`src/hdl/tls_record_handshake_deframer_top_macros.svh`:
```
// assertion macros for the tls record deframer
`ifndef TLS_RECORD_HANDSHAKE_DEFRAMER_TOP_MACROS_SVH
`define TLS_RECORD_HANDSHAKE_DEFRAMER_TOP_MACROS_SVH

`ifndef ASSERT_OFF
// property must hold at every clock edge out of reset
`define TLSD_ASSERT(lbl, prop, msg) \
	lbl: assert property (@(posedge clk) disable iff (!arst_n) prop) \
		else $error(msg);
// condition must never be seen out of reset
`define TLSD_NEVER(lbl, cond, msg) \
	lbl: assert property (@(posedge clk) disable iff (!arst_n) !(cond)) \
		else $error(msg);
`else
`define TLSD_ASSERT(lbl, prop, msg)
`define TLSD_NEVER(lbl, cond, msg)
`endif

`endif

```
`src/hdl/tlsd_pkg.sv`:
```
// types and constants of the tls record deframer
package tlsd_pkg;

	localparam int CFG_INDEX_W = 8;
	localparam int CFG_DATA_W  = 16;

	localparam logic [CFG_INDEX_W-1:0] CFG_MAX_RECORD_LEN    = 8'd0;
	localparam logic [CFG_INDEX_W-1:0] CFG_MIN_MAJOR_VERSION = 8'd1;

	localparam logic [15:0] MAX_RECORD_LEN_RST    = 16'd16384;
	localparam logic [7:0]  MIN_MAJOR_VERSION_RST = 8'd3;

	localparam logic [7:0] HANDSHAKE_TYPE = 8'd22;

	// byte positions inside the record and message headers
	localparam logic [2:0] REC_HDR_TYPE  = 3'd0;
	localparam logic [2:0] REC_HDR_MAJOR = 3'd1;
	localparam logic [2:0] REC_HDR_MINOR = 3'd2;
	localparam logic [2:0] REC_HDR_LEN_H = 3'd3;
	localparam logic [1:0] MSG_HDR_TYPE  = 2'd0;
	localparam logic [1:0] MSG_HDR_LAST  = 2'd3;

	typedef enum logic [2:0] {
		PH_RECHDR  = 3'd0,
		PH_PAYLOAD = 3'd1,
		PH_MSGHDR  = 3'd2,
		PH_MSGBODY = 3'd3,
		PH_DISCARD = 3'd4
	} phase_t;

	typedef enum logic [2:0] {
		KIND_REC_HDR = 3'd0,
		KIND_PAYLOAD = 3'd1,
		KIND_HS_HDR  = 3'd2,
		KIND_HS_BODY = 3'd3,
		KIND_DISCARD = 3'd4
	} kind_t;

	typedef enum logic [2:0] {
		ERR_NONE        = 3'd0,
		ERR_BAD_VERSION = 3'd1,
		ERR_TOO_LONG    = 3'd2,
		ERR_HS_TRUNC    = 3'd3,
		ERR_HS_OVERRUN  = 3'd4
	} err_t;

endpackage

```
`src/hdl/tlsd_byte_if.sv`:
```
// byte stream channel into the deframer
interface tlsd_byte_if;
	logic       valid;
	logic       ready;
	logic [7:0] byte_value;

	modport source (output valid, output byte_value, input ready);
	modport sink (input valid, input byte_value, output ready);
endinterface

```
`src/hdl/tlsd_result_if.sv`:
```
// per-byte result channel out of the deframer
interface tlsd_result_if;
	logic        valid;
	logic        ready;
	logic [2:0]  byte_kind;
	logic [7:0]  content_type;
	logic [7:0]  version_major;
	logic [7:0]  version_minor;
	logic [15:0] payload_len;
	logic [7:0]  message_type;
	logic [23:0] message_len;
	logic        record_last;
	logic        message_last;
	logic [2:0]  error_code;

	modport source (
		output valid, output byte_kind, output content_type, output version_major,
		output version_minor, output payload_len, output message_type,
		output message_len, output record_last, output message_last,
		output error_code, input ready
	);
	modport sink (
		input valid, input byte_kind, input content_type, input version_major,
		input version_minor, input payload_len, input message_type,
		input message_len, input record_last, input message_last,
		input error_code, output ready
	);
endinterface

```
`src/hdl/tlsd_cfg_if.sv`:
```
// register write channel of the deframer
interface tlsd_cfg_if;
	logic                           valid;
	logic                           ready;
	logic [tlsd_pkg::CFG_INDEX_W-1:0] index;
	logic [tlsd_pkg::CFG_DATA_W-1:0]  data;

	modport source (output valid, output index, output data, input ready);
	modport sink (input valid, input index, input data, output ready);
endinterface

```
`src/hdl/tls_record_handshake_deframer_top.sv`:
```
// tls record deframer with handshake message header parsing
// Takes a TLS byte stream one byte per request on the stream channel and
// returns one result request per byte on the result channel: the byte's
// kind (record header, other payload, handshake header, handshake body or
// discarded), the fields of the current record header and handshake message
// header, end-of-record and end-of-message marks, and an error code. The
// record header's major version is checked against min_major_version and
// its length against max_record_len (registers 1 and 0 of the write channel,
// reset to 3 and 16384); inside handshake records a message header cut by
// the record end, or a message body longer than what is left of the record,
// is an error. After any error every later byte is discarded until reset.
// Throughput is one byte per clock unless the result side stalls; the parse is
// a single pass of compares and counters into one result register, and the
// stream side stalls only while that register holds a result not yet taken.
`include "tls_record_handshake_deframer_top_macros.svh"

module tls_record_handshake_deframer_top (
	input  logic          clk,
	input  logic          arst_n,
	tlsd_byte_if.sink     stream,
	tlsd_result_if.source result,
	tlsd_cfg_if.sink      cfg
);

	// configuration registers
	logic [15:0] max_len_q;
	logic [7:0]  min_major_q;

	// parser state
	tlsd_pkg::phase_t phase_q, phase_n;
	logic [2:0]  hdr_idx_q, hdr_idx_n;
	logic [7:0]  type_q, type_n;
	logic [7:0]  major_q, major_n;
	logic [7:0]  minor_q, minor_n;
	logic [15:0] rec_len_q, rec_len_n;
	logic [15:0] rec_rem_q, rec_rem_n;
	logic [1:0]  msg_idx_q, msg_idx_n;
	logic [7:0]  hs_type_q, hs_type_n;
	logic [23:0] msg_len_q, msg_len_n;
	logic [23:0] msg_rem_q, msg_rem_n;
	tlsd_pkg::err_t err_q, err_n;

	// per-byte outcome
	tlsd_pkg::kind_t kind;
	tlsd_pkg::err_t  err;
	logic            rec_last;
	logic            msg_last;

	// helpers
	logic [7:0]  b;
	logic [15:0] rec_rem_dec;
	logic [23:0] msg_rem_dec;
	logic [15:0] hdr_len;
	logic [23:0] msg_len_full;

	// result register
	logic            res_valid_q;
	tlsd_pkg::kind_t res_kind_q;
	logic [7:0]      res_type_q;
	logic [7:0]      res_major_q;
	logic [7:0]      res_minor_q;
	logic [15:0]     res_rec_len_q;
	logic [7:0]      res_hs_type_q;
	logic [23:0]     res_msg_len_q;
	logic            res_rec_last_q;
	logic            res_msg_last_q;
	tlsd_pkg::err_t  res_err_q;

	logic in_acc;

	// take a byte whenever the result register is empty or draining
	assign stream.ready = !res_valid_q || result.ready;
	assign in_acc       = stream.valid && stream.ready;
	assign cfg.ready    = 1'b1;

	assign b            = stream.byte_value;
	assign rec_rem_dec  = rec_rem_q - 16'd1;
	assign msg_rem_dec  = msg_rem_q - 24'd1;
	// high length byte was parked in rec_rem_q[15:8] on header byte 3
	assign hdr_len      = {rec_rem_q[15:8], b};
	assign msg_len_full = {msg_rem_q[15:0], b};

	always_ff @(posedge clk or negedge arst_n) begin
		if (!arst_n) begin
			max_len_q   <= tlsd_pkg::MAX_RECORD_LEN_RST;
			min_major_q <= tlsd_pkg::MIN_MAJOR_VERSION_RST;
		end else if (cfg.valid) begin
			case (cfg.index)
				tlsd_pkg::CFG_MAX_RECORD_LEN: max_len_q <= cfg.data;
				tlsd_pkg::CFG_MIN_MAJOR_VERSION: min_major_q <= cfg.data[7:0];
				default: ;
			endcase
		end
	end

	// next state and per-byte outcome
	always_comb begin
		phase_n    = phase_q;
		hdr_idx_n  = hdr_idx_q;
		type_n     = type_q;
		major_n    = major_q;
		minor_n    = minor_q;
		rec_len_n  = rec_len_q;
		rec_rem_n  = rec_rem_q;
		msg_idx_n  = msg_idx_q;
		hs_type_n  = hs_type_q;
		msg_len_n  = msg_len_q;
		msg_rem_n  = msg_rem_q;
		err_n      = err_q;
		kind       = tlsd_pkg::KIND_DISCARD;
		err        = tlsd_pkg::ERR_NONE;
		rec_last   = 1'b0;
		msg_last   = 1'b0;

		case (phase_q)
			tlsd_pkg::PH_RECHDR: begin
				kind = tlsd_pkg::KIND_REC_HDR;
				case (hdr_idx_q)
					tlsd_pkg::REC_HDR_TYPE: begin
						// first header byte wipes the previous record
						type_n     = b;
						major_n    = 8'd0;
						minor_n    = 8'd0;
						rec_len_n  = 16'd0;
						rec_rem_n  = 16'd0;
						msg_idx_n  = 2'd0;
						hs_type_n  = 8'd0;
						msg_len_n  = 24'd0;
						msg_rem_n  = 24'd0;
						hdr_idx_n  = tlsd_pkg::REC_HDR_MAJOR;
					end
					tlsd_pkg::REC_HDR_MAJOR: begin
						major_n   = b;
						hdr_idx_n = tlsd_pkg::REC_HDR_MINOR;
					end
					tlsd_pkg::REC_HDR_MINOR: begin
						minor_n   = b;
						hdr_idx_n = tlsd_pkg::REC_HDR_LEN_H;
					end
					tlsd_pkg::REC_HDR_LEN_H: begin
						rec_rem_n = {b, 8'd0};
						hdr_idx_n = hdr_idx_q + 3'd1;
					end
					default: begin
						// last header byte: checks, then pick the payload phase
						rec_rem_n = 16'd0;
						hdr_idx_n = tlsd_pkg::REC_HDR_TYPE;
						if (major_q < min_major_q) begin
							err     = tlsd_pkg::ERR_BAD_VERSION;
							err_n   = err;
							phase_n = tlsd_pkg::PH_DISCARD;
						end else if (hdr_len > max_len_q) begin
							err     = tlsd_pkg::ERR_TOO_LONG;
							err_n   = err;
							phase_n = tlsd_pkg::PH_DISCARD;
						end else begin
							rec_len_n = hdr_len;
							rec_rem_n = hdr_len;
							if (hdr_len == 16'd0) begin
								rec_last = 1'b1;
							end else if (type_q == tlsd_pkg::HANDSHAKE_TYPE) begin
								phase_n   = tlsd_pkg::PH_MSGHDR;
								msg_idx_n = tlsd_pkg::MSG_HDR_TYPE;
							end else begin
								phase_n = tlsd_pkg::PH_PAYLOAD;
							end
						end
					end
				endcase
			end

			tlsd_pkg::PH_PAYLOAD: begin
				kind      = tlsd_pkg::KIND_PAYLOAD;
				rec_rem_n = rec_rem_dec;
				if (rec_rem_dec == 16'd0) begin
					rec_last  = 1'b1;
					phase_n   = tlsd_pkg::PH_RECHDR;
					hdr_idx_n = tlsd_pkg::REC_HDR_TYPE;
				end
			end

			tlsd_pkg::PH_MSGHDR: begin
				kind      = tlsd_pkg::KIND_HS_HDR;
				rec_rem_n = rec_rem_dec;
				if (msg_idx_q == tlsd_pkg::MSG_HDR_TYPE) begin
					hs_type_n  = b;
					msg_len_n  = 24'd0;
					msg_rem_n  = 24'd0;
				end else if (msg_idx_q != tlsd_pkg::MSG_HDR_LAST) begin
					msg_rem_n = {msg_rem_q[15:0], b};
				end
				if (msg_idx_q != tlsd_pkg::MSG_HDR_LAST) begin
					msg_idx_n = msg_idx_q + 2'd1;
					// record ends inside the message header
					if (rec_rem_dec == 16'd0) begin
						err     = tlsd_pkg::ERR_HS_TRUNC;
						err_n   = err;
						phase_n = tlsd_pkg::PH_DISCARD;
					end
				end else begin
					msg_idx_n = tlsd_pkg::MSG_HDR_TYPE;
					msg_rem_n = 24'd0;
					if (msg_len_full > {8'd0, rec_rem_dec}) begin
						err     = tlsd_pkg::ERR_HS_OVERRUN;
						err_n   = err;
						phase_n = tlsd_pkg::PH_DISCARD;
					end else begin
						msg_len_n = msg_len_full;
						msg_rem_n = msg_len_full;
						if (msg_len_full == 24'd0) begin
							// empty message ends on its header
							msg_last = 1'b1;
							if (rec_rem_dec == 16'd0) begin
								rec_last  = 1'b1;
								phase_n   = tlsd_pkg::PH_RECHDR;
								hdr_idx_n = tlsd_pkg::REC_HDR_TYPE;
							end
						end else begin
							phase_n = tlsd_pkg::PH_MSGBODY;
						end
					end
				end
			end

			tlsd_pkg::PH_MSGBODY: begin
				kind      = tlsd_pkg::KIND_HS_BODY;
				rec_rem_n = rec_rem_dec;
				msg_rem_n = msg_rem_dec;
				if (msg_rem_dec == 24'd0) begin
					msg_last = 1'b1;
					if (rec_rem_dec == 16'd0) begin
						rec_last  = 1'b1;
						phase_n   = tlsd_pkg::PH_RECHDR;
						hdr_idx_n = tlsd_pkg::REC_HDR_TYPE;
					end else begin
						phase_n   = tlsd_pkg::PH_MSGHDR;
						msg_idx_n = tlsd_pkg::MSG_HDR_TYPE;
					end
				end else if (rec_rem_dec == 16'd0) begin
					err     = tlsd_pkg::ERR_HS_OVERRUN;
					err_n   = err;
					phase_n = tlsd_pkg::PH_DISCARD;
				end
			end

			default: begin
				// discarding until reset, sticky code repeated
				kind = tlsd_pkg::KIND_DISCARD;
				err  = err_q;
			end
		endcase
	end

	// parser state registers, advanced once per accepted byte
	always_ff @(posedge clk or negedge arst_n) begin
		if (!arst_n) begin
			phase_q    <= tlsd_pkg::PH_RECHDR;
			hdr_idx_q  <= tlsd_pkg::REC_HDR_TYPE;
			type_q     <= 8'd0;
			major_q    <= 8'd0;
			minor_q    <= 8'd0;
			rec_len_q  <= 16'd0;
			rec_rem_q  <= 16'd0;
			msg_idx_q  <= tlsd_pkg::MSG_HDR_TYPE;
			hs_type_q  <= 8'd0;
			msg_len_q  <= 24'd0;
			msg_rem_q  <= 24'd0;
			err_q      <= tlsd_pkg::ERR_NONE;
		end else if (in_acc) begin
			phase_q    <= phase_n;
			hdr_idx_q  <= hdr_idx_n;
			type_q     <= type_n;
			major_q    <= major_n;
			minor_q    <= minor_n;
			rec_len_q  <= rec_len_n;
			rec_rem_q  <= rec_rem_n;
			msg_idx_q  <= msg_idx_n;
			hs_type_q  <= hs_type_n;
			msg_len_q  <= msg_len_n;
			msg_rem_q  <= msg_rem_n;
			err_q      <= err_n;
		end
	end

	// result register valid flag
	always_ff @(posedge clk or negedge arst_n) begin
		if (!arst_n) begin
			res_valid_q <= 1'b0;
		end else if (in_acc) begin
			res_valid_q <= 1'b1;
		end else if (result.ready) begin
			res_valid_q <= 1'b0;
		end
	end

	// result payload, fields show the state after this byte
	always_ff @(posedge clk) begin
		if (in_acc) begin
			res_kind_q     <= kind;
			res_type_q     <= type_n;
			res_major_q    <= major_n;
			res_minor_q    <= minor_n;
			res_rec_len_q  <= rec_len_n;
			res_hs_type_q  <= hs_type_n;
			res_msg_len_q  <= msg_len_n;
			res_rec_last_q <= rec_last;
			res_msg_last_q <= msg_last;
			res_err_q      <= err;
		end
	end

	assign result.valid         = res_valid_q;
	assign result.byte_kind     = res_kind_q;
	assign result.content_type  = res_type_q;
	assign result.version_major = res_major_q;
	assign result.version_minor = res_minor_q;
	assign result.payload_len   = res_rec_len_q;
	assign result.message_type  = res_hs_type_q;
	assign result.message_len   = res_msg_len_q;
	assign result.record_last   = res_rec_last_q;
	assign result.message_last  = res_msg_last_q;
	assign result.error_code    = res_err_q;

	// discarding is permanent until reset
	`TLSD_ASSERT(a_discard_sticks, phase_q == tlsd_pkg::PH_DISCARD |=> phase_q == tlsd_pkg::PH_DISCARD, "left discard phase without reset")

	// a byte taken while discarding comes out as discarded with a code
	`TLSD_ASSERT(a_discard_result, (in_acc && phase_q == tlsd_pkg::PH_DISCARD) |=> (res_kind_q == tlsd_pkg::KIND_DISCARD && res_err_q != tlsd_pkg::ERR_NONE), "discarded byte without kind or code")

	// an error byte never carries end marks
	`TLSD_NEVER(a_err_no_marks, res_valid_q && res_err_q != tlsd_pkg::ERR_NONE && (res_rec_last_q || res_msg_last_q), "end mark on an error byte")

	// record end returns to the first header byte
	`TLSD_ASSERT(a_rec_end_rewinds, (in_acc && rec_last) |=> (phase_q == tlsd_pkg::PH_RECHDR && hdr_idx_q == tlsd_pkg::REC_HDR_TYPE), "record end did not rewind the header")

	// handshake parsing always has record bytes left
	`TLSD_NEVER(a_hs_rem_nonzero, (phase_q == tlsd_pkg::PH_MSGHDR || phase_q == tlsd_pkg::PH_MSGBODY) && rec_rem_q == 16'd0, "handshake phase with no record bytes left")

endmodule

```
`src/flat_wrapper.sv`:
```
// flat-port wrapper written by rule: the top's interface ports become plain ports
module tls_record_handshake_deframer_top_flat 
  (clk, arst_n, stream_valid, stream_byte_value, stream_ready, result_valid, result_byte_kind, result_content_type, result_version_major, result_version_minor, result_payload_len, result_message_type, result_message_len, result_record_last, result_message_last, result_error_code, result_ready, cfg_valid, cfg_index, cfg_data, cfg_ready);
  tlsd_byte_if stream_i ();
  tlsd_result_if result_i ();
  tlsd_cfg_if cfg_i ();
  input  logic clk;
  input  logic arst_n;
  input wire logic [$bits(stream_i.valid)-1:0] stream_valid;
  input wire logic [$bits(stream_i.byte_value)-1:0] stream_byte_value;
  output wire logic [$bits(stream_i.ready)-1:0] stream_ready;
  output wire logic [$bits(result_i.valid)-1:0] result_valid;
  output wire logic [$bits(result_i.byte_kind)-1:0] result_byte_kind;
  output wire logic [$bits(result_i.content_type)-1:0] result_content_type;
  output wire logic [$bits(result_i.version_major)-1:0] result_version_major;
  output wire logic [$bits(result_i.version_minor)-1:0] result_version_minor;
  output wire logic [$bits(result_i.payload_len)-1:0] result_payload_len;
  output wire logic [$bits(result_i.message_type)-1:0] result_message_type;
  output wire logic [$bits(result_i.message_len)-1:0] result_message_len;
  output wire logic [$bits(result_i.record_last)-1:0] result_record_last;
  output wire logic [$bits(result_i.message_last)-1:0] result_message_last;
  output wire logic [$bits(result_i.error_code)-1:0] result_error_code;
  input wire logic [$bits(result_i.ready)-1:0] result_ready;
  input wire logic [$bits(cfg_i.valid)-1:0] cfg_valid;
  input wire logic [$bits(cfg_i.index)-1:0] cfg_index;
  input wire logic [$bits(cfg_i.data)-1:0] cfg_data;
  output wire logic [$bits(cfg_i.ready)-1:0] cfg_ready;
  assign stream_i.valid = stream_valid;
  assign stream_i.byte_value = stream_byte_value;
  assign stream_ready = stream_i.ready;
  assign result_valid = result_i.valid;
  assign result_byte_kind = result_i.byte_kind;
  assign result_content_type = result_i.content_type;
  assign result_version_major = result_i.version_major;
  assign result_version_minor = result_i.version_minor;
  assign result_payload_len = result_i.payload_len;
  assign result_message_type = result_i.message_type;
  assign result_message_len = result_i.message_len;
  assign result_record_last = result_i.record_last;
  assign result_message_last = result_i.message_last;
  assign result_error_code = result_i.error_code;
  assign result_i.ready = result_ready;
  assign cfg_i.valid = cfg_valid;
  assign cfg_i.index = cfg_index;
  assign cfg_i.data = cfg_data;
  assign cfg_ready = cfg_i.ready;
  tls_record_handshake_deframer_top u_core (.clk(clk), .arst_n(arst_n), .stream(stream_i), .result(result_i), .cfg(cfg_i));
endmodule
```
`config.mk`:
```
export PLATFORM = sky130hd
export DESIGN_NAME = tls_record_handshake_deframer_top_flat
export DESIGN_NICKNAME = d
export VERILOG_FILES = /design/src/hdl/tlsd_pkg.sv /design/src/hdl/tlsd_byte_if.sv /design/src/hdl/tlsd_result_if.sv /design/src/hdl/tlsd_cfg_if.sv /design/src/hdl/tls_record_handshake_deframer_top.sv /design/src/flat_wrapper.sv
export VERILOG_INCLUDE_DIRS = /design/src /design/src/hdl
export SDC_FILE = /design/constraint.sdc
export NUM_CORES = 1
export LEC_CHECK = 0
export BUFFER_PORTS_ARGS = -buffer_cell sky130_fd_sc_hd__buf_2
export CORE_MARGIN = 4
export CORE_UTILIZATION = 54
export DETAILED_ROUTE_END_ITERATION = 8
export PLACE_DENSITY_LB_ADDON = 0.05
export SYNTH_ARGS = -nofsm -noshare
export SYNTH_HDL_FRONTEND = slang
export SYNTH_SLANG_ARGS = --single-unit
```
`constraint.sdc`:
```
create_clock -name clk -period 4.24 [get_ports clk]
set_clock_uncertainty 0.05 [all_clocks]
set_input_delay 0.212 -clock clk [delete_from_list [all_inputs] [get_ports clk]]
set_output_delay 0.212 -clock clk [all_outputs]
set_load 0.1 [all_outputs]
```
# Word level (Yosys, flattened, before mapping)
# Index checks and enable logic that the tools add are counted.
# word_totals
reg_bits	228
elab_cells	182
# classes
add_sub_neg	4
order_cmp	3
n_eq_ne	29
mux	92
reduce_logical	28
# op_table
op	n
24-bit two-way mux	8
3-bit two-way mux	29
16-bit two-way mux	5
24-bit case mux with 3 select lines	1
16-bit case mux with 2 select lines	2
3-bit case mux with 4 select lines	5
24-bit zero test	2
8-bit two-way mux	6
16-bit case mux with 3 select lines	1
24-bit case mux with 2 select lines	1
8-bit case mux with 2 select lines	3
16-bit zero test	2
24-bit by 16-bit greater-than comparator with 1-bit output	1
24-bit by 1-bit subtractor with 24-bit output (second input constant)	1
2-bit two-way mux	11
2-bit != test (second input constant)	9
16-bit greater-than comparator	1
16-bit by 1-bit subtractor with 16-bit output (second input constant)	1
1-bit two-way mux	15
3-bit by 2-bit == test with 1-bit output (second input constant)	4
3-bit != test (second input constant)	4
3-bit case mux with 3 select lines	1
9-bit AND reduction	1
8-bit by 1-bit == test with 1-bit output (second input constant)	1
31 further kinds	41

# Logic depth before layout (Yosys ltp)
# Gate-level depths: netlist of run 1.
# logic_depth
word_depth	7
mapped_depth	18
mapped_depth_nobuf	15

# Worst setup path before layout of run 1
# OpenSTA, ideal clock, no wires.
# synth_timing
path_kind	flip-flop to flip-flop
startpoint	register u_core.res_valid_q (netlist: u_core.result.valid)
endpoint	register u_core.res_kind_q[0] (netlist: u_core.result.byte_kind[0]) (enable)
setup_time_ps	475
arrival_time_ps	4915
slack_ps	-1200
path_stages_with_launch	7
period_less_slack_ps	5440
cell_sequence	dfrtp_1 nand2b_1 nand2_1 inv_1 clkbuf_1 buf_1 buf_1
# synth_between
elab_chain_len	3
# synth_rtl
item	line_no	rtl
from (decl)	tls_record_handshake_deframer_top.sv:57	logic res_valid_q;
from (signal assigned)	tls_record_handshake_deframer_top.sv:288	res_valid_q <= 1'b0;
from (signal assigned)	tls_record_handshake_deframer_top.sv:290	res_valid_q <= 1'b1;
from (signal assigned)	tls_record_handshake_deframer_top.sv:292	res_valid_q <= 1'b0;
1-bit zero test	tls_record_handshake_deframer_top.sv:72	assign stream.ready = !res_valid_q || result.ready;
1-bit logical OR	tls_record_handshake_deframer_top.sv:72	
net stream_ready	flat_wrapper.sv:11	output wire logic [$bits(stream_i.ready)-1:0] stream_ready;
1-bit logical AND	tls_record_handshake_deframer_top.sv:73	assign in_acc = stream.valid && stream.ready;
net u_core.in_acc	tls_record_handshake_deframer_top.sv:69	logic in_acc;
to (signal assigned)	tls_record_handshake_deframer_top.sv:299	res_kind_q <= kind;
to (decl)	tls_record_handshake_deframer_top.sv:58	tlsd_pkg::kind_t res_kind_q;
# The timed path passes the listed nets, and every way through them passes these cells.
# A chain may end at the register's enable or synchronous reset.

# Worst setup path in the final report of run 1
# layout_timing
startpoint	register u_core.rec_rem_q[0]
endpoint	register u_core.res_msg_len_q[9] (netlist: u_core.result.message_len[9]), data pin
# layout_between
elab_chain_len	5
# layout_rtl
item	line_no	rtl
from (decl)	tls_record_handshake_deframer_top.sv:36	logic [15:0] rec_rem_q, rec_rem_n;
from (signal assigned)	tls_record_handshake_deframer_top.sv:276	rec_rem_q <= rec_rem_n;
16-bit by 1-bit subtractor with 16-bit output	tls_record_handshake_deframer_top.sv:77	assign rec_rem_dec = rec_rem_q - 16'd1;
24-bit by 16-bit greater-than comparator with 1-bit output	tls_record_handshake_deframer_top.sv:203	if (msg_len_full > {8'd0, rec_rem_dec}) begin
24-bit two-way mux	tls_record_handshake_deframer_top.sv:203	
24-bit two-way mux	tls_record_handshake_deframer_top.sv:192	if (msg_idx_q != tlsd_pkg::MSG_HDR_LAST) begin
24-bit case mux with 2 select lines	tls_record_handshake_deframer_top.sv:115	case (phase_q)
net u_core.msg_len_n[9]	tls_record_handshake_deframer_top.sv:39	logic [23:0] msg_len_q, msg_len_n;
to (signal assigned)	tls_record_handshake_deframer_top.sv:305	res_msg_len_q <= msg_len_n;
to (decl)	tls_record_handshake_deframer_top.sv:64	logic [23:0] res_msg_len_q;
# The timed path passes the listed nets, and every way through them passes these cells.

==> metrics, run 1 <==
status=finished, final reports clean; DR WL/cell=20.5 um; number of DRC markers in iteration 0=657; fin crit period=slightly above 4000 ps; Synth Area in Compound Gates=0.173; clock network fraction of design power=0.192; chip width=between 150 and 200 um; Clock Tree Buf Depth=3; # diodes=0; RSZ-0062 raised after global routing=true; DRC=0; Worst Hold Launch=cfg_index[0]; final hold viol count=0; clk root buf=clkbuf_16; Congestion Overflow GR=0; critical path class=reg -> reg; reg2reg end=u_core.result.message_len[9]; placed cells=about 1.5k; post-DP HPWL=between 20000 and 25000 um; FILL cells=1772; vias per cell=around 6; Adder-Cell Fraction of Synth Area=0.0523; Site Rows=between 50 and 60; Fin Setup TNS=0 ps; Reg2Reg Depth=15; post-detailed-route count of antenna-violating nets=0; area share of the largest cell type after synthesis=0.303; worst skew pair latency=around 520 ps; Arrival @ worst endpoint=4300 ps; core box area=between 20000 and 25000 um2; Least-Margin Pin Slew=1030 ps; total clock sinks=228; Worst Path Max Fanout=10; Hold Path Cell Cnt=4; Worst Setup Start Kind=register; cell taking the most area after synthesis=dfrtp_1; clk slew on worst S/H paths=60 ps; die area=approximately 25000 um2; Pre-antenna DRT Iters=5; Area growth syn-to-layout=17.8%; starting density of the core=0.548; share of cells above drive strength 1=0.204; Flop pwr share=0.309; Power Density=about 810 nW/um2; number of global-route vias before repair=9724; Comb power frac=0.499; VDD IR max=approximately 600 uV; largest family of logic cells by synthesized area=simple AND/OR/NAND/NOR gates; Hold WS=about 120 ps; commonest non-fill, non-tap cell in the layout=nand2_1; GRT Overall Usage=0.265; final period utilization=0.965; WP data required=~4500 ps; Nets=~1.4k; R2R Setup Slk=150 ps; Distinct cells, synth=slightly below 80; Final Power=11.4 mW; xor/xnor cell area share of the yosys netlist=0.0154; die height=between 150 and 200 um; FFs w/ async S/R, synth=0.649; Synth area leaders=dfrtp_1 30%, edfxtp_1 20%, nand2_1 6.2%; Cells after Synth=roughly 1.2k; DRT Wirelength=approximately 33000 um; post-layout util=0.646; Yosys reg bits=between 200 and 250; synth warn=0; Worst setup EP type=register; Syn Area/Cell=10.2 um2; worst min-delay path category=in -> reg; vias=between 9k and 10k; Seq/Total Area, Yosys=0.511; Peak Freq=about 240 MHz; sw frac=0.461; relative slew slack=0.310; Port Buffers=about 120; Primary FF master, synth=dfrtp_1; Psw=around 5.3 mW; max-cap violations=0; IO Pins=120; P_int=around 6.2 mW; fin cells=roughly 1.6k; Netlist Area Pre-Place=approximately 12000 um2; min setup slack post-route=around 150 ps; multiplexer area fraction after synthesis=0.0299; Leak=6.22 nW; maximum number of pins on one net before global-route repair=98; Final setup viols=0; commonest cells after routing, fill and taps aside=196 x nand2_1, 145 x dfrtp_1, 117 x buf_2, 80 x edfxtp_1, 66 x o21ai_0; reg2reg start=u_core.rec_rem_q[0]; Hold Path End=u_core.max_len_q[14]; EDFF count, synth=80; Net Count, Synth=1265; H-tree depth=1; CTS buffer count=25; DP Area=between 10000 and 15000 um2; Synth Area in Simple Gates=0.177; placer's final routability congestion estimate=between 0.9 and 1; initial antenna violation count=0; Slew Viols, Final=0; first-pass GRT wire length=51800 um; CTS tree=done; Finished Cell Area=around 14000 um2; Post-Place Worst Slack=roughly 110 ps
-- routing by layer --
layer | vias up | track usage | part of all wire
li1 | 4599 | - | -
met1 | 4812 | 0.378 | 0.43
met2 | 400 | 0.417 | 0.47
met3 | 81 | 0.0351 | 0.069
met4 | 0 | 0.0967 | 0.031
met5 | - | 0 | 0
-- worst max path at each step --
stage,startpoint,end,slack [ps]
global placement,u_core.rec_rem_q[4],u_core.msg_rem_q[9],200
floorplan,u_core.result.valid,u_core.result.byte_kind[0],8
detailed placement,u_core.rec_rem_q[4],u_core.result.message_len[0],110
global route,u_core.rec_rem_q[0],u_core.result.message_len[13],-30
finish,u_core.rec_rem_q[0],u_core.result.message_len[9],150
CTS,u_core.rec_rem_q[4],u_core.result.message_len[0],100
-- worst max-delay path, stage by stage, from the launching register on --
cell	delay, ps
dfrtp_1	430
inv_1	120
ha_1	170
nor3b_2	220
nand2_2	110
buf_4	180
nor2_1	130
xnor2_1	150
ha_1	320
nand4_1	140
or4b_4	540
o41a_1	210
or2_4	380
a31oi_1	240
nand2_1	100
a221o_1	330
-- cell families (layout without fill, tap and decap cells) --
| logic type | after synthesis | after routing |
|---|---|---|
| and+or+nand+nor | 434 | 436 |
| AOI/OAI and AO/OA | 292 | 292 |
| DFF | 228 | 228 |
| buffers and inverters | 120 | 271 |
| adders and majority gates | 50 | 50 |
| muxes | 32 | 32 |
| xor gates and xnor gates | 21 | 21 |
| other | 1 | 1 |
-- power by group through the flow --
| stage | Sequential, mW | Clock, mW | Combinational [mW] |
|---|---|---|---|
| after global placement | 3.50 | 0 | 5.24 |
| after global routing | 3.60 | 2.33 | 6.19 |
| after detailed placement | 3.52 | 0 | 5.33 |
| final | 3.54 | 2.20 | 5.70 |
| after floorplan | 4.26 | 0 | 3.32 |
| after CTS | 3.49 | 2.23 | 5.35 |
-- cells in the mapped netlist, drive strengths merged, types with 4 or more instances --
cell and instances:
o21a 5, mux2 30, buf 14, nand2 197, nor4b 4, o22ai 4
and2 4, nor3 41, a22o 45, a221o 46, nor3b 18, or3 5
nand3 16, edfxtp 80, ha 50, a22oi 5, or2 7, nor2 54
a31oi 17, xnor2 19, a21oi 62, nor2b 23, o21ai 68, nor4 21
nand4 17, clkbuf 63, inv 42, nand2b 12, a21o 6, dfrtp 145
-- state kept, by name, summed over array words and instances (netlist names), 16 cells and up --
register	count
u_core.msg_len_q	24
u_core.rec_rem_q	16
u_core.result.message_len	24
u_core.max_len_q	16
u_core.rec_len_q	16
u_core.result.payload_len	16
u_core.msg_rem_q	24
-- timing repair --
action,CTS,global route
endpoints found under the hold margin,113,0
buffers inserted,0,0
gates resized for setup,0,22
hold buffers,19,0
endpoints found under the setup margin,0,51
-- cell type report --
cell class	instances	area, um2	area share
clock buffer	36	697	0.0494
tap	280	350	0.0248
multi-input combinational	832	5510	0.391
sequential	228	6110	0.433
timing repair buffer	183	1150	0.0815
inverter	43	164	0.0116
clock inverter	9	123	0.00870
Note: power is estimated with default switching activity, not from simulation.
==> run 2, diff against run 1 <==
--- a/config.mk
+++ b/config.mk
@@ -6,10 +6,10 @@
 export SDC_FILE = /design/constraint.sdc
 export NUM_CORES = 1
 export LEC_CHECK = 0
-export BUFFER_PORTS_ARGS = -buffer_cell sky130_fd_sc_hd__buf_2
 export CORE_MARGIN = 4
-export CORE_UTILIZATION = 54
+export CORE_UTILIZATION = 55
 export DETAILED_ROUTE_END_ITERATION = 8
+export DONT_BUFFER_PORTS = 1
 export PLACE_DENSITY_LB_ADDON = 0.05
 export SYNTH_ARGS = -nofsm -noshare
 export SYNTH_HDL_FRONTEND = slang
==> metrics, run 2 (synthesis gave the netlist of run 1 again) <==
status=finished, final reports clean; Port Buffers=0 (-100%); Power Density=812 nW/um2 (+0.17%); Site Rows=53 (-1.9%); Post-Place Worst Slack=-1.43 ps (-110 ps); number of global-route vias before repair=9027 (-7.2%); share of cells above drive strength 1=0.114 (-0.0903); GRT Overall Usage=0.273 (+0.00877); # diodes=0 (unchanged); Worst setup EP type=register; Final setup viols=0 (unchanged); min setup slack post-route=81.4 ps (-68.8 ps); total clock sinks=228 (unchanged); Least-Margin Pin Slew=952 ps (-81.8 ps); vias per cell=6.26 (+1.9%); critical path class=reg -> reg; fin cells=1494 (-7.3%); DR WL/cell=22.2 um (+8.5%); VDD IR max=579 uV (-2.3%); WP data required=4440 ps (about the same); final hold viol count=0 (unchanged); CP max stage delay=510 ps (-30 ps); placed cells=1423 (-7.9%); fin crit period=4160 ps (+68.8 ps); Peak Freq=240 MHz (-1.7%); RSZ-0062 raised after global routing=true; relative slew slack=0.366 (+0.0566); Slew Viols, Final=0 (unchanged); post-CTS setup buffer count=0 (unchanged); maximum number of pins on one net before global-route repair=149 (+52%); Leak=5.73 nW (-7.9%); first-pass GRT wire length=52400 um (+1.1%); Fin Setup TNS=0 ps (unchanged); commonest cells after routing, fill and taps aside=197 x nand2_1, 145 x dfrtp_1, 80 x edfxtp_1, 66 x o21ai_0, 62 x a21oi_1; max-cap violations=0 (unchanged); Congestion Overflow GR=0 (unchanged); CP cell instances=nor4_4 > nand3_1 > or4_1 > xor2_1 > ha_1 > nand4_1 > or4b_1 > o41a_1 > or2_4 > a31oi_1 > nand2_1 > a221o_1; Worst Path Max Fanout=20 (+10); DRC=0 (unchanged); die height=155 um (-0.87%); final period utilization=0.981 (+0.0162); starting density of the core=0.564 (+0.0156); post-DP HPWL=21500 um (-1.5%); vias=9348 (-5.5%); placer's final routability congestion estimate=0.970 (+3.3%); clk slew on worst S/H paths=60 ps (about the same); Arrival @ worst endpoint=4360 ps (+60 ps); worst skew pair latency=510 ps (about the same); DRT Wirelength=33200 um (+0.64%); Pre-antenna DRT Iters=5 (unchanged); CTS buffer count=25 (unchanged); Hold Path Cell Cnt=4 (unchanged); H-tree depth=1 (unchanged); Nets=1289 (-7.9%); commonest non-fill, non-tap cell in the layout=nand2_1; clk root buf=clkbuf_16; Hold WS=85.9 ps (-32.5 ps); worst min-delay path category=in -> reg; chip width=155 um (-0.87%); Area growth syn-to-layout=12.6%; initial antenna violation count=0 (unchanged); Slowest-stage cell, CP=or4b_1; core box area=21200 um2 (-2.8%); die area=24200 um2 (-1.7%); IO Pins=120 (unchanged); number of DRC markers in iteration 0=739 (+12%); post-detailed-route count of antenna-violating nets=0 (unchanged); Worst Setup Start Kind=register; Clock Tree Buf Depth=3 (unchanged); Reg2Reg Depth=12 (-3); CTS tree=done
## run 2: cell count changes in the layout (fill, tap and decap cells not counted), moves of 2 or more
cell	delta
dlygate4sd3_1	+7
or2_4	-2
clkbuf_8	-2
buf_6	-2
a31oi_2	-5
clkinv_2	-2
buf_2	-117
clkinv_1	+4
buf_4	+3
a31oi_1	+5
## run 2: power by group
group	internal [mW]	leakage (nW)	switching, mW
logic	1.73	2.65	2.67
registers	2.95	2.71	1.52
clock network	1.22	0.369	0.847
## run 2: path summary, 6_finish.rpt
path                                      from                            end  slack [ps]
setup / recovery           u_core.rec_rem_q[4]  u_core.result.message_len[11]          80
hold / removal                    stream_valid              u_core.minor_q[4]          90
setup reg to reg           u_core.rec_rem_q[4]  u_core.result.message_len[11]          80
hold reg to reg            u_core.hs_type_q[7]            u_core.hs_type_q[7]         430
max in group asynchronous               arst_n           u_core.msg_rem_q[14]        3220
min in group asynchronous               arst_n            u_core.rec_len_q[1]         390
## run 2: what timing repair did
| item | in CTS | in global routing |
|---|---|---|
| endpoints found under the setup margin | 5 | 77 |
| resized for setup | 1 | 9 |
| endpoints found under the hold margin | 267 | 0 |
| hold buffers | 27 | 0 |
| pin swaps | 0 | 1 |
## run 2: critical path: cells and delay by family, from the launching register on
family	cells	cell delay, ps
xor+xnor	1	190
simple gates	7	2110
flops	1	410
compound gates	3	790
fa+ha+maj	1	340
## run 2: final cells by class
| class | count | area, um2 |
|---|---|---|
| tap | 275 | 344 |
| multi-input combinational | 830 | 5440 |
| clock buffer | 34 | 669 |
| fill | 1787 | 7750 |
| inverter | 43 | 164 |
| timing repair buffer | 74 | 641 |
| sequential | 228 | 6110 |
| clock inverter | 10 | 96.3 |
## run 2: through the flow
step / util / power (mW) / instance area (um2)
finish: 0.635 / 10.9 / 13500
global route: 0.635 / 11.6 / 13500
CTS: 0.632 / 10.8 / 13400
detailed placement: 0.582 / 8.68 / 12400
global placement: 0.582 / 8.59 / 12400
floorplan: - / 7.58 / 12000
## run 2: per-layer routing
layer,track usage,part of all wire,vias up
met5,0,0,-
met4,0.0671,0.023,0
met3,0.0417,0.061,59
met2,0.430,0.46,320
met1,0.402,0.45,4589
li1,-,-,4380
==> run 3, diff against run 2 <==
--- a/config.mk
+++ b/config.mk
@@ -10,7 +10,7 @@
 export CORE_UTILIZATION = 55
 export DETAILED_ROUTE_END_ITERATION = 8
 export DONT_BUFFER_PORTS = 1
-export PLACE_DENSITY_LB_ADDON = 0.05
+export PLACE_DENSITY_LB_ADDON = 0.15
 export SYNTH_ARGS = -nofsm -noshare
 export SYNTH_HDL_FRONTEND = slang
 export SYNTH_SLANG_ARGS = --single-unit
==> metrics, run 3 (synthesis gave the netlist of run 1 again) <==
DR WL/cell=22.0 um (-1.2%); IO Pins=120 (unchanged); min setup slack post-route=110 ps (+28.7 ps); sw frac=0.465 (+0.00444); core box area=21200 um2 (unchanged); Area growth syn-to-layout=14.0%; CP Launch Point=u_core.rec_rem_q[6]; vias per cell=6.32 (+0.97%); DRT Wirelength=32900 um (-0.90%); CTS tree=done; reg2reg start=u_core.rec_rem_q[6]; Reg2Reg Depth=13 (+1); Port Buffers=0 (unchanged); final hold viol count=0 (unchanged); WP data required=4450 ps (about the same); Leak=5.76 nW (+0.44%); GRT Overall Usage=0.264 (-0.00956); Flop pwr share=0.389 (-0.019); die height=155 um (unchanged); # diodes=0 (unchanged); relative slew slack=0.138 (-0.228); total clock sinks=228 (unchanged); Site Rows=53 (unchanged); starting density of the core=0.564 (unchanged); post-layout util=0.643 (+0.00831); vias=9470 (+1.3%); CP max stage delay=520 ps (about the same); commonest cells after routing, fill and taps aside=196 x nand2_1, 143 x dfrtp_1, 80 x edfxtp_1, 66 x o21ai_0, 62 x a21oi_1; Final setup viols=0 (unchanged); Psw=5.40 mW (+7.2%); number of global-route vias before repair=9009 (-0.20%); Hold Path Cell Cnt=3 (-1); Nets=1293 (+0.31%); critical path class=reg -> reg; Clock Tree Buf Depth=3 (unchanged); Peak Freq=242 MHz (+0.69%); number of DRC markers in iteration 0=949 (+28%); Least-Margin Pin Slew=1290 ps (+336 ps); Pre-antenna DRT Iters=6 (+1); share of cells above drive strength 1=0.140 (+0.0257); DRC=0 (unchanged); chip width=155 um (unchanged); Worst Path Max Fanout=5 (-75%); P_int=6.22 mW (+5.3%); worst min-delay path category=in -> reg; fin crit period=4130 ps (-28.7 ps); initial antenna violation count=0 (unchanged); status=finished, final reports clean; Slowest-stage cell, CP=or4b_4; first-pass GRT wire length=51100 um (-2.6%); CP cell instances=nor4_4 > nand3_2 > or4_1 > xor2_1 > ha_1 > nand4_1 > or4b_4 > o41a_1 > buf_4 > or2_4 > a31oi_2 > nand2_1 > a221o_1; clock network fraction of design power=0.177 (-0.012); placer's final routability congestion estimate=0.898 (-7.4%); Post-Place Worst Slack=8.75 ps (+10.2 ps); H-tree depth=1 (unchanged); Worst setup EP type=register; Slew Viols, Final=0 (unchanged); worst skew pair latency=520 ps (about the same); RSZ-0062 raised after global routing=true; maximum number of pins on one net before global-route repair=149 (unchanged); post-detailed-route count of antenna-violating nets=0 (unchanged); Worst Hold Launch=cfg_index[0]; clk slew on worst S/H paths=60 ps (about the same); Worst Setup Start Kind=register; CTS buffer count=25 (unchanged); max-cap violations=0 (unchanged); Congestion Overflow GR=0 (unchanged); Comb power frac=0.435 (+0.032); final period utilization=0.974 (-0.00677); post-DP HPWL=20400 um (-5.1%); commonest non-fill, non-tap cell in the layout=nand2_1; VDD IR max=633 uV (+9.3%); clk root buf=clkbuf_16; Arrival @ worst endpoint=4340 ps (-20 ps); die area=24200 um2 (unchanged); Power Density=851 nW/um2 (+4.8%)
[run 3: changes by cell type in the layout (fill, tap and decap cells not counted), moves of 3 or more]
cell        previous run  this run
a31oi_1               15         7
a31oi_2                2         9
clkbuf_1               8         2
clkinv_2               2         6
clkinvlp_4             1         4
nor2_1                54        51
nor2_2                 0         3
[run 3: what timing repair did]
| item | in CTS | in global routing |
|---|---|---|
| setup buffers | 0 | 9 |
| endpoints found under the hold margin | 266 | 0 |
| setup endpoints to repair | 12 | 66 |
| resized for setup | 1 | 33 |
| cloned | 0 | 3 |
| pin swaps | 0 | 9 |
| hold buffers | 27 | 0 |
[run 3: area by class of cell]
| cell class | count | area (um2) |
|---|---|---|
| well taps | 275 | 344 |
| multi-input cells | 832 | 5570 |
| flip-flops and latches | 228 | 6110 |
| repair buffers | 76 | 696 |
| fillers | 1705 | 7580 |
| clock buffers | 28 | 647 |
| clock inverters | 17 | 113 |
| inverters | 43 | 164 |
[run 3: per-layer routing]
layer / part of all wire / GRT usage
met1: 0.44 / 0.386
met2: 0.46 / 0.407
met3: 0.075 / 0.0439
met4: 0.025 / 0.0788
met5: 0 / 0
[run 3: worst paths after layout]
| check | end | slack, ps |
|---|---|---|
| worst max-delay path | u_core.result.message_len[10] | 110 |
| worst min-delay path | u_core.max_len_q[14] | 10 |
| worst max register to register | u_core.result.message_len[10] | 110 |
| worst min register to register | u_core.minor_q[3] | 430 |
| max in group asynchronous | u_core.msg_rem_q[4] | 3230 |
| min in group asynchronous | u_core.major_q[4] | 330 |
[run 3: power by group through the flow]
stage / combinational (mW) / sequential [mW] / clock [mW]
detailed placement: 4.14 / 4.50 / 0
global route: 5.48 / 4.58 / 2.18
floorplan: 3.32 / 4.26 / 0
finish: 5.05 / 4.51 / 2.05
CTS: 4.25 / 4.47 / 2.08
global placement: 4.08 / 4.48 / 0
[run 3: stage by stage]
step           total power, mW  setup TNS (ps)  instance area, um2  std cells  hold WS, ps
2_1_floorplan             7.58               0               12000       1178         -134
3_3_place_gp              8.56               0               12300       1415         -126
3_5_place_dp              8.64               0               12300       1415         -125
4_1_cts                   10.8               0               13400       1487         5.61
5_1_grt                   12.2            -635               13600       1499         35.5
6_report                  11.6               0               13600       1499         14.0
[run 3: critical path: cells and delay by family, from the launching register on]
| family | cells | cell delay, ps |
|---|---|---|
| flops | 1 | 410 |
| buf+inv | 1 | 190 |
| xor+xnor | 1 | 190 |
| compound gates | 3 | 770 |
| simple gates | 7 | 1950 |
| fa+ha+maj | 1 | 330 |
